$ cat src/hdl/display_packet_receiver_top_assert.svh
// ----------------------------------------------------------------------------
// display_packet_receiver_top_assert.svh
// Assertion macros used by the display packet receiver frame module.
// ----------------------------------------------------------------------------
`ifndef DISPLAY_PACKET_RECEIVER_TOP_ASSERT_SVH
`define DISPLAY_PACKET_RECEIVER_TOP_ASSERT_SVH

// Checked on every rising edge outside reset
`define DPR_ASSERT(lbl, prop, msg) \
  lbl: assert property (@(posedge clk) disable iff (!rst_n) prop) else $error(msg);

// Checked on every rising edge, reset included
`define DPR_ASSERT_ALWAYS(lbl, prop, msg) \
  lbl: assert property (@(posedge clk) prop) else $error(msg);

`endif

$ cat src/hdl/dpr_pkg.sv
// ----------------------------------------------------------------------------
// dpr_pkg
// Constants, types and result layout of the display packet receiver.
// ----------------------------------------------------------------------------
package dpr_pkg;

  // Frame geometry
  localparam int FRAME_LENGTH = 12;
  localparam int CNT_W        = 4;

  // Sync bytes, checksum key and speed offset
  localparam logic [7:0] SYNC_FIRST  = 8'd50;
  localparam logic [7:0] SYNC_SECOND = 8'd14;
  localparam logic [7:0] CHECK_KEY   = 8'd9;
  localparam logic [6:0] SPEED_OFFSET = 7'd10;

  // Byte positions inside a frame
  localparam logic [CNT_W-1:0] IDX_LEVEL   = CNT_W'(3);
  localparam logic [CNT_W-1:0] IDX_SPEED   = CNT_W'(4);
  localparam logic [CNT_W-1:0] IDX_MOTOR   = CNT_W'(5);
  localparam logic [CNT_W-1:0] IDX_WHEEL   = CNT_W'(6);
  localparam logic [CNT_W-1:0] IDX_CHECK   = CNT_W'(7);
  localparam logic [CNT_W-1:0] IDX_CURRENT = CNT_W'(9);
  localparam logic [CNT_W:0]   LAST_COUNT  = (CNT_W+1)'(FRAME_LENGTH);

  // Receiver sync phase
  typedef enum logic [1:0] {
    PH_HUNT    = 2'd0,
    PH_SECOND  = 2'd1,
    PH_COLLECT = 2'd2
  } phase_t;

  // One decoded frame
  typedef struct packed {
    logic       checksum_ok;
    logic [2:0] assist_level;
    logic [7:0] motor_characteristic;
    logic [4:0] wheel_size_code;
    logic [6:0] max_speed;
    logic       assist_mode;
    logic [3:0] max_current_code;
  } result_t;

endpackage

$ cat src/hdl/display_packet_receiver_top.sv
// ----------------------------------------------------------------------------
// display_packet_receiver_top
// Display link frame receiver with sync hunt and XOR checksum.
// ----------------------------------------------------------------------------
// Usage:
//   in_ channel: one received serial byte per beat (valid/ready).
//   out_ channel: one beat per complete frame, carrying the checksum flag
//   and the unpacked settings; a bad checksum still yields a beat with
//   out_checksum_ok low.
//   A frame is the byte 50, the byte 14 and the remaining bytes up to the
//   frame length; a wrong second sync byte is dropped and hunting resumes.
// Timing:
//   A byte passes an input register and the frame logic, and the result is
//   registered in the result register. One byte is taken every cycle while
//   the result register is empty or its beat is being taken.
// Reset: rst_n (synchronous, active low) empties both registers and
//   returns the receiver to hunting for the first sync byte.
// Stall: while out_ready is low and a result waits, in_ready drops once
//   the input register is also occupied; no beat is lost.
// ----------------------------------------------------------------------------
module display_packet_receiver_top (
  input  logic       clk,
  input  logic       rst_n,
  input  logic       in_valid,
  output logic       in_ready,
  input  logic [7:0] in_rx_byte,
  output logic       out_valid,
  input  logic       out_ready,
  output logic       out_checksum_ok,
  output logic [2:0] out_assist_level,
  output logic [7:0] out_motor_characteristic,
  output logic [4:0] out_wheel_size_code,
  output logic [6:0] out_max_speed,
  output logic       out_assist_mode,
  output logic [3:0] out_max_current_code
);

  logic             byte_valid;
  logic [7:0]       byte_data;
  logic             take;
  logic             advance;
  logic             res_valid;
  dpr_pkg::result_t res;
  dpr_pkg::result_t out_res;

  dpr_in_reg u_in_reg (
    .clk        (clk),
    .rst_n      (rst_n),
    .in_valid   (in_valid),
    .in_ready   (in_ready),
    .in_rx_byte (in_rx_byte),
    .take       (take),
    .byte_valid (byte_valid),
    .byte_data  (byte_data)
  );

  dpr_frame u_frame (
    .clk        (clk),
    .rst_n      (rst_n),
    .byte_valid (byte_valid),
    .byte_data  (byte_data),
    .advance    (advance),
    .take       (take),
    .res_valid  (res_valid),
    .res        (res)
  );

  dpr_out_reg u_out_reg (
    .clk       (clk),
    .rst_n     (rst_n),
    .res_valid (res_valid),
    .res       (res),
    .advance   (advance),
    .out_valid (out_valid),
    .out_ready (out_ready),
    .out_res   (out_res)
  );

  // Result fields onto their ports
  assign out_checksum_ok          = out_res.checksum_ok;
  assign out_assist_level         = out_res.assist_level;
  assign out_motor_characteristic = out_res.motor_characteristic;
  assign out_wheel_size_code      = out_res.wheel_size_code;
  assign out_max_speed            = out_res.max_speed;
  assign out_assist_mode          = out_res.assist_mode;
  assign out_max_current_code     = out_res.max_current_code;

endmodule

$ cat src/hdl/dpr_in_reg.sv
// ----------------------------------------------------------------------------
// dpr_in_reg
// Input register: holds one received byte until the frame stage takes it.
// ----------------------------------------------------------------------------
module dpr_in_reg (
  input  logic       clk,
  input  logic       rst_n,
  input  logic       in_valid,
  output logic       in_ready,
  input  logic [7:0] in_rx_byte,
  input  logic       take,
  output logic       byte_valid,
  output logic [7:0] byte_data
);

  logic       hold_valid_r, hold_valid_nxt;
  logic [7:0] hold_data_r;
  logic       load;

  // Free when empty or when the held beat leaves this cycle
  assign in_ready = !hold_valid_r || take;
  assign load     = in_valid && in_ready;

  always_comb begin
    hold_valid_nxt = hold_valid_r;
    if (load) begin
      hold_valid_nxt = 1'b1;
    end else if (take) begin
      hold_valid_nxt = 1'b0;
    end
  end

  always_ff @(posedge clk) begin
    if (!rst_n) begin
      hold_valid_r <= 1'b0;
    end else begin
      hold_valid_r <= hold_valid_nxt;
    end
  end

  // Payload, no reset
  always_ff @(posedge clk) begin
    if (load) begin
      hold_data_r <= in_rx_byte;
    end
  end

  assign byte_valid = hold_valid_r;
  assign byte_data  = hold_data_r;

endmodule

$ cat src/hdl/dpr_frame.sv
// ----------------------------------------------------------------------------
// dpr_frame
// Sync hunt, frame assembly, running checksum and field unpacking.
// ----------------------------------------------------------------------------
`include "display_packet_receiver_top_assert.svh"

module dpr_frame (
  input  logic              clk,
  input  logic              rst_n,
  input  logic              byte_valid,
  input  logic [7:0]        byte_data,
  input  logic              advance,
  output logic              take,
  output logic              res_valid,
  output dpr_pkg::result_t  res
);

  dpr_pkg::phase_t             phase_r, phase_nxt;
  logic [dpr_pkg::CNT_W-1:0]   count_r, count_nxt;
  logic [7:0]                  xor_r, xor_nxt;
  logic [7:0]                  b3_r, b4_r, b5_r, b6_r, b7_r, b9_r;
  logic [7:0]                  b3, b4, b5, b6, b7, b9;
  logic [7:0]                  xor_store;
  logic                        store;
  logic                        last;

  assign take = byte_valid && advance;

  // Checksum and end-of-frame test for the byte being stored
  assign xor_store = (count_r != dpr_pkg::IDX_CHECK) ? (xor_r ^ byte_data) : xor_r;
  assign last      = ({1'b0, count_r} + 1'b1) >= dpr_pkg::LAST_COUNT;

  // Next phase, count and checksum
  always_comb begin
    phase_nxt = phase_r;
    count_nxt = count_r;
    xor_nxt   = xor_r;
    store     = 1'b0;
    res_valid = 1'b0;
    unique case (phase_r)
      dpr_pkg::PH_SECOND: begin
        if (byte_data == dpr_pkg::SYNC_SECOND) begin
          store     = 1'b1;
          phase_nxt = dpr_pkg::PH_COLLECT;
          count_nxt = count_r + 1'b1;
          xor_nxt   = xor_store;
        end else begin
          phase_nxt = dpr_pkg::PH_HUNT;
          count_nxt = '0;
          xor_nxt   = '0;
        end
      end
      dpr_pkg::PH_COLLECT: begin
        store = 1'b1;
        if (last) begin
          res_valid = byte_valid;
          phase_nxt = dpr_pkg::PH_HUNT;
          count_nxt = '0;
          xor_nxt   = '0;
        end else begin
          count_nxt = count_r + 1'b1;
          xor_nxt   = xor_store;
        end
      end
      default: begin
        // hunting; a leftover code counts as hunting
        if (byte_data == dpr_pkg::SYNC_FIRST) begin
          store     = 1'b1;
          phase_nxt = dpr_pkg::PH_SECOND;
          count_nxt = dpr_pkg::CNT_W'(1);
          xor_nxt   = byte_data;
        end else begin
          phase_nxt = dpr_pkg::PH_HUNT;
          count_nxt = '0;
          xor_nxt   = '0;
        end
      end
    endcase
  end

  always_ff @(posedge clk) begin
    if (!rst_n) begin
      phase_r <= dpr_pkg::PH_HUNT;
      count_r <= '0;
      xor_r   <= '0;
    end else if (take) begin
      phase_r <= phase_nxt;
      count_r <= count_nxt;
      xor_r   <= xor_nxt;
    end
  end

  // Capture only the frame bytes that carry settings or the checksum
  always_ff @(posedge clk) begin
    if (take && store) begin
      if (count_r == dpr_pkg::IDX_LEVEL)   b3_r <= byte_data;
      if (count_r == dpr_pkg::IDX_SPEED)   b4_r <= byte_data;
      if (count_r == dpr_pkg::IDX_MOTOR)   b5_r <= byte_data;
      if (count_r == dpr_pkg::IDX_WHEEL)   b6_r <= byte_data;
      if (count_r == dpr_pkg::IDX_CHECK)   b7_r <= byte_data;
      if (count_r == dpr_pkg::IDX_CURRENT) b9_r <= byte_data;
    end
  end

  // The final byte may itself be one of the settings bytes on short frames
  assign b3 = (count_r == dpr_pkg::IDX_LEVEL)   ? byte_data : b3_r;
  assign b4 = (count_r == dpr_pkg::IDX_SPEED)   ? byte_data : b4_r;
  assign b5 = (count_r == dpr_pkg::IDX_MOTOR)   ? byte_data : b5_r;
  assign b6 = (count_r == dpr_pkg::IDX_WHEEL)   ? byte_data : b6_r;
  assign b7 = (count_r == dpr_pkg::IDX_CHECK)   ? byte_data : b7_r;
  assign b9 = (count_r == dpr_pkg::IDX_CURRENT) ? byte_data : b9_r;

  // Unpack the settings
  always_comb begin
    res.checksum_ok          = ((xor_store ^ dpr_pkg::CHECK_KEY) == b7);
    res.assist_level         = b3[2:0];
    res.motor_characteristic = b5;
    res.wheel_size_code      = {b4[2:0], b6[7:6]};
    res.max_speed            = dpr_pkg::SPEED_OFFSET + {1'b0, b6[5], b4[7:3]};
    res.assist_mode          = b6[3];
    res.max_current_code     = b9[3:0];
  end

  // Checks
  `DPR_ASSERT(a_res_in_collect, res_valid |-> (phase_r == dpr_pkg::PH_COLLECT), "result outside collect phase")
  `DPR_ASSERT(a_restart_after_frame, (take && res_valid) |=> (phase_r == dpr_pkg::PH_HUNT && count_r == '0 && xor_r == '0), "no restart after frame end")
  `DPR_ASSERT(a_second_after_first, (phase_r == dpr_pkg::PH_SECOND) |-> (count_r == dpr_pkg::CNT_W'(1) && xor_r == dpr_pkg::SYNC_FIRST), "bad state while expecting second sync")
  `DPR_ASSERT(a_collect_count, (phase_r == dpr_pkg::PH_COLLECT) |-> (count_r >= dpr_pkg::CNT_W'(2) && ({1'b0, count_r} < dpr_pkg::LAST_COUNT)), "frame count out of range")

endmodule

$ cat src/hdl/dpr_out_reg.sv
// ----------------------------------------------------------------------------
// dpr_out_reg
// Result register: holds one decoded frame until the receiver takes it.
// ----------------------------------------------------------------------------
module dpr_out_reg (
  input  logic             clk,
  input  logic             rst_n,
  input  logic             res_valid,
  input  dpr_pkg::result_t res,
  output logic             advance,
  output logic             out_valid,
  input  logic             out_ready,
  output dpr_pkg::result_t out_res
);

  logic             valid_r, valid_nxt;
  dpr_pkg::result_t res_r;

  // Register may load when empty or when its beat is taken now
  assign advance = !valid_r || out_ready;

  always_comb begin
    valid_nxt = valid_r;
    if (advance) begin
      valid_nxt = res_valid;
    end
  end

  always_ff @(posedge clk) begin
    if (!rst_n) begin
      valid_r <= 1'b0;
    end else begin
      valid_r <= valid_nxt;
    end
  end

  always_ff @(posedge clk) begin
    if (advance && res_valid) begin
      res_r <= res;
    end
  end

  assign out_valid = valid_r;
  assign out_res   = res_r;

endmodule
$ cat config.mk
export PLATFORM = sky130hd
export DESIGN_NAME = display_packet_receiver_top
export DESIGN_NICKNAME = d
export VERILOG_FILES = /design/src/hdl/dpr_pkg.sv /design/src/hdl/display_packet_receiver_top.sv /design/src/hdl/dpr_in_reg.sv /design/src/hdl/dpr_frame.sv /design/src/hdl/dpr_out_reg.sv
export VERILOG_INCLUDE_DIRS = /design/src /design/src/hdl
export SDC_FILE = /design/constraint.sdc
export NUM_CORES = 1
export LEC_CHECK = 0
export BUFFER_PORTS_ARGS = -buffer_cell sky130_fd_sc_hd__buf_2
export CORE_ASPECT_RATIO = 0.6
export CORE_UTILIZATION = 65
export CTS_BUF_LIST = sky130_fd_sc_hd__clkbuf_4 sky130_fd_sc_hd__clkbuf_8
export DETAILED_ROUTE_END_ITERATION = 7
export PLACE_DENSITY = 0.88
export RECOVER_POWER = 50
export SLEW_MARGIN = 20
export SYNTH_ARGS = -nofsm -noshare
export SYNTH_HDL_FRONTEND = slang
export SYNTH_SLANG_ARGS = --single-unit
$ cat constraint.sdc
create_clock -name clk -period 10.6 [get_ports clk]
set_input_delay 1.59 -clock clk [delete_from_list [all_inputs] [get_ports clk]]
set_output_delay 1.59 -clock clk [all_outputs]
set_load 0.01 [all_outputs]
==> flow_summary.yaml <==
cts:
  cts_inserted_buffers: 9
  tritoncts: "built"
  insertion_delay_ns: 0.36
  cts_hold_buf: 0
  htree_levels: 3
  cts-resized-gates: 0
  cts_setup_buffers: 0
  cts.sinks: 88
  cts-root-buf: "clkbuf_8"
  clk_pin_slew_ns: 0.08
  cts_buffer_depth: 2
logic_synthesis:
  syn_nets: 329
  yosysUniqueCellTypes: 43
  synth_top_area_frac: 0.545
  post_synth.cell_area_avg_um2: 12.8
  ys_ff_latch: 88
  netlist_area_mm2: 0.00397
  ys_seq_area_frac: 0.626
  synth_cells: 310
  synth_area_leaders: "edfxtp_1, dfxtp_1, mux2_2, nand2_1, xnor2_1"
  ys_warn_count: 0
  synth_largest_area_cell: "edfxtp_1"
sta:
  fmax_mhz: 265
  min_period_over_period: 0.356
  finClkSkew_ns: 0.0164
  finalSetupViolations: 0
  tns_ns: 0
  hold_violations: 0
  final.min_clock_period_ns: 3.77
  rsz0062_at_grt: "no"
  tightest_slew_ns: 0.934
  max_slew_margin: 0.377
  setup_slack_ns: 6.83
  drv_slew: 0
final_layout:
  antenna_cells: 0
  postLayoutCoreUtil: 0.768
  nets: 369
  drive_above_1_share: 0.163
  area_delta_synth_final_pct: 10.9
min_path:
  hold_class: "flip-flop to flip-flop"
  hold_end: "u_frame.xor_r[3]$_SDFFE_PN0P_"
  min_from: "u_frame.xor_r[3]$_SDFFE_PN0P_"
  min_path_cells: 2
global_route:
  grt_max_degree: 36
  overflow: 0
  grt_pass1_wl_um: 12400
  antenna_found_initial: 0
  grt_usage: 0.267
  grt_pass1_vias: 2430
worst_setup_path:
  worstPathMaxFanout: 5
  path_class: "input pin to output port"
  crit_arrival_ns: 2.18
  r2r_cells: 4
  r2r-start: "u_in_reg.byte_data[0]$_DFFE_PP_"
  crit_path_start: "out_ready"
  startpoint_type: "input pin"
  worstPathRequired_ns: 9.01
  crit_path_end_kind: "output port"
  r2r-end: "u_frame.b7_r[2]$_DFFE_PP_"
  rrSetupSlack_ns: 7.59
floorplan:
  chipWidth_um: 103
  io_pins: 43
  dieArea_mm2: 0.00643
  initial_utilization: 0.692
  die_h_um: 62.5
  row_count: 21
  design.core.area_mm2: 0.00573
placed_design:
  gp_congestion: 0.775
  dp_hpwl_um: 5130
  pre_cts_ws_ns: 6.81
  port_buffers: 42
drt:
  drc_errors: 0
  drt-pass1-iter-count: 4
  drt.antenna.violating_nets: 0
  totalWireLength_um: 7830
  wl_per_cell_um: 18.0
  first_iter_violations: 274
  routed_via_density: 6.01
  vias: 2614
run_status:
  outcome: "finished, final reports clean"
power_and_ir_drop:
  power_frac_clock: 0.338
  ir_drop_mv: 0.104
  power_frac_seq: 0.627
  power_frac_comb: 0.035
  p_int_uw: 470
  netSwitchingFraction: 0.227
  p_leak_uw: 0.00123
  finalPower_uw: 608
  p_switching_uw: 138
  p_per_area_mw_per_mm2: 138
run:
  drv_cap: 0
## worst max-delay path, stage by stage
cell	delay, ns
buf_2	0.10
nor2b_1	0.23
nand2_1	0.11
buf_2	0.15
## registers in the layout (all words and copies together) (netlist names), 2 cells and up
signal / cells
u_frame.count_r: 4
u_in_reg.byte_data: 8
u_frame.b4_r: 8
u_frame.b3_r: 3
u_frame.phase_r: 2
u_frame.b9_r: 4
u_frame.b5_r: 8
u_out_reg.out_res: 29
u_frame.b6_r: 4
u_frame.b7_r: 8
u_frame.xor_r: 8
## synth_stat cells
cell and count:
edfxtp_1 72, nand2_1 46, mux2_2 26, dfxtp_1 16
o21ai_0 16, clkbuf_1 13, xnor2_1 11, and2_1 9
inv_1 9, a21boi_1 8, ha_1 7, nor3_1 7
a21oi_1 6, a31oi_1 5, nor2_1 5, nor2b_1 5
a21boi_0 4, nand3b_1 4, xor2_1 4, nand2b_1 3
nor3b_1 3, o221a_2 3, a21o_2 2, a22oi_1 2
a32oi_1 2, mux2i_1 2, nand4b_1 2, o21a_1 2
or4_1 2, a21oi_2 1, a2bb2oi_1 1, a311oi_1 1
buf_2 1, buf_6 1, nand3_1 1, nand4bb_1 1
nor4_1 1, nor4b_1 1, o221ai_1 1, o22ai_1 1
o31ai_1 1, or3_4 1, or4b_4 1
## cells in the final DEF, fill, tap and decap left out, drive strengths merged, types with 7 or more instances in the layout
cell type,count
a21boi,12
a21oi,7
and2,9
buf,28
clkbuf,26
dfxtp,16
edfxtp,72
ha,7
inv,11
mux2,26
nand2,46
nor3,7
o21ai,16
xnor2,11
## layer usage
metal	vias to the layer above	routed length, um	GRT usage
met4	0	104	0.0915
met3	14	643	0.0649
li1	1217	-	-
met1	1270	3420	0.386
met2	113	3670	0.398
met5	-	0	0
## layout make-up
cell class              instances  area, um^2
repair buffers                 44         213
well taps                      80         100
flip-flops and latches         88        2480
clock inverters                 6        42.5
multi-input cells             198        1390
inverters                       9        33.8
clock buffers                  10         131
fillers                       379        1330
## worst max path at each step
stage,slack [ns],cells after the start,to
finish,6.83,4,in_ready
global route,6.76,4,in_ready
CTS,6.83,4,in_ready
detailed placement,6.81,4,u_frame.b7_r[2]$_DFFE_PP_
global placement,6.87,4,in_ready
floorplan,6.00,4,u_out_reg.out_res[0]$_DFFE_PP_
## metrics by stage
stage | area [um^2] | std cells | hold WS (ns)
floorplan | 3970 | 310 | 0.464
global placement | 4240 | 418 | 0.472
detailed placement | 4240 | 418 | 0.484
CTS | 4410 | 434 | 0.495
global route | 4400 | 435 | 0.516
finish | 4400 | 435 | 0.492
## logic make-up (layout without fill, tap and decap cells)
group / Yosys count / in the layout / synth area share
and+or+nand+nor: 92 / 92 / 0.120
DFF: 88 / 88 / 0.626
adders and majority gates: 7 / 7 / 0.0221
buffers and inverters: 24 / 69 / 0.0249
xor gates and xnor gates: 15 / 15 / 0.0331
muxes: 28 / 28 / 0.0789
AOI/OAI and AO/OA: 56 / 56 / 0.0956
## power groups by stage
| stage | clock, uW | combinational [uW] | sequential, uW |
|---|---|---|---|
| after detailed placement | 0 | 20.9 | 389 |
| after global routing | 223 | 23.1 | 382 |
| after CTS | 210 | 21.1 | 382 |
| after global placement | 0 | 19.4 | 389 |
| after floorplan | 0 | 19.0 | 382 |
| final | 206 | 21.1 | 381 |
(Power assumes the default switching activity.)
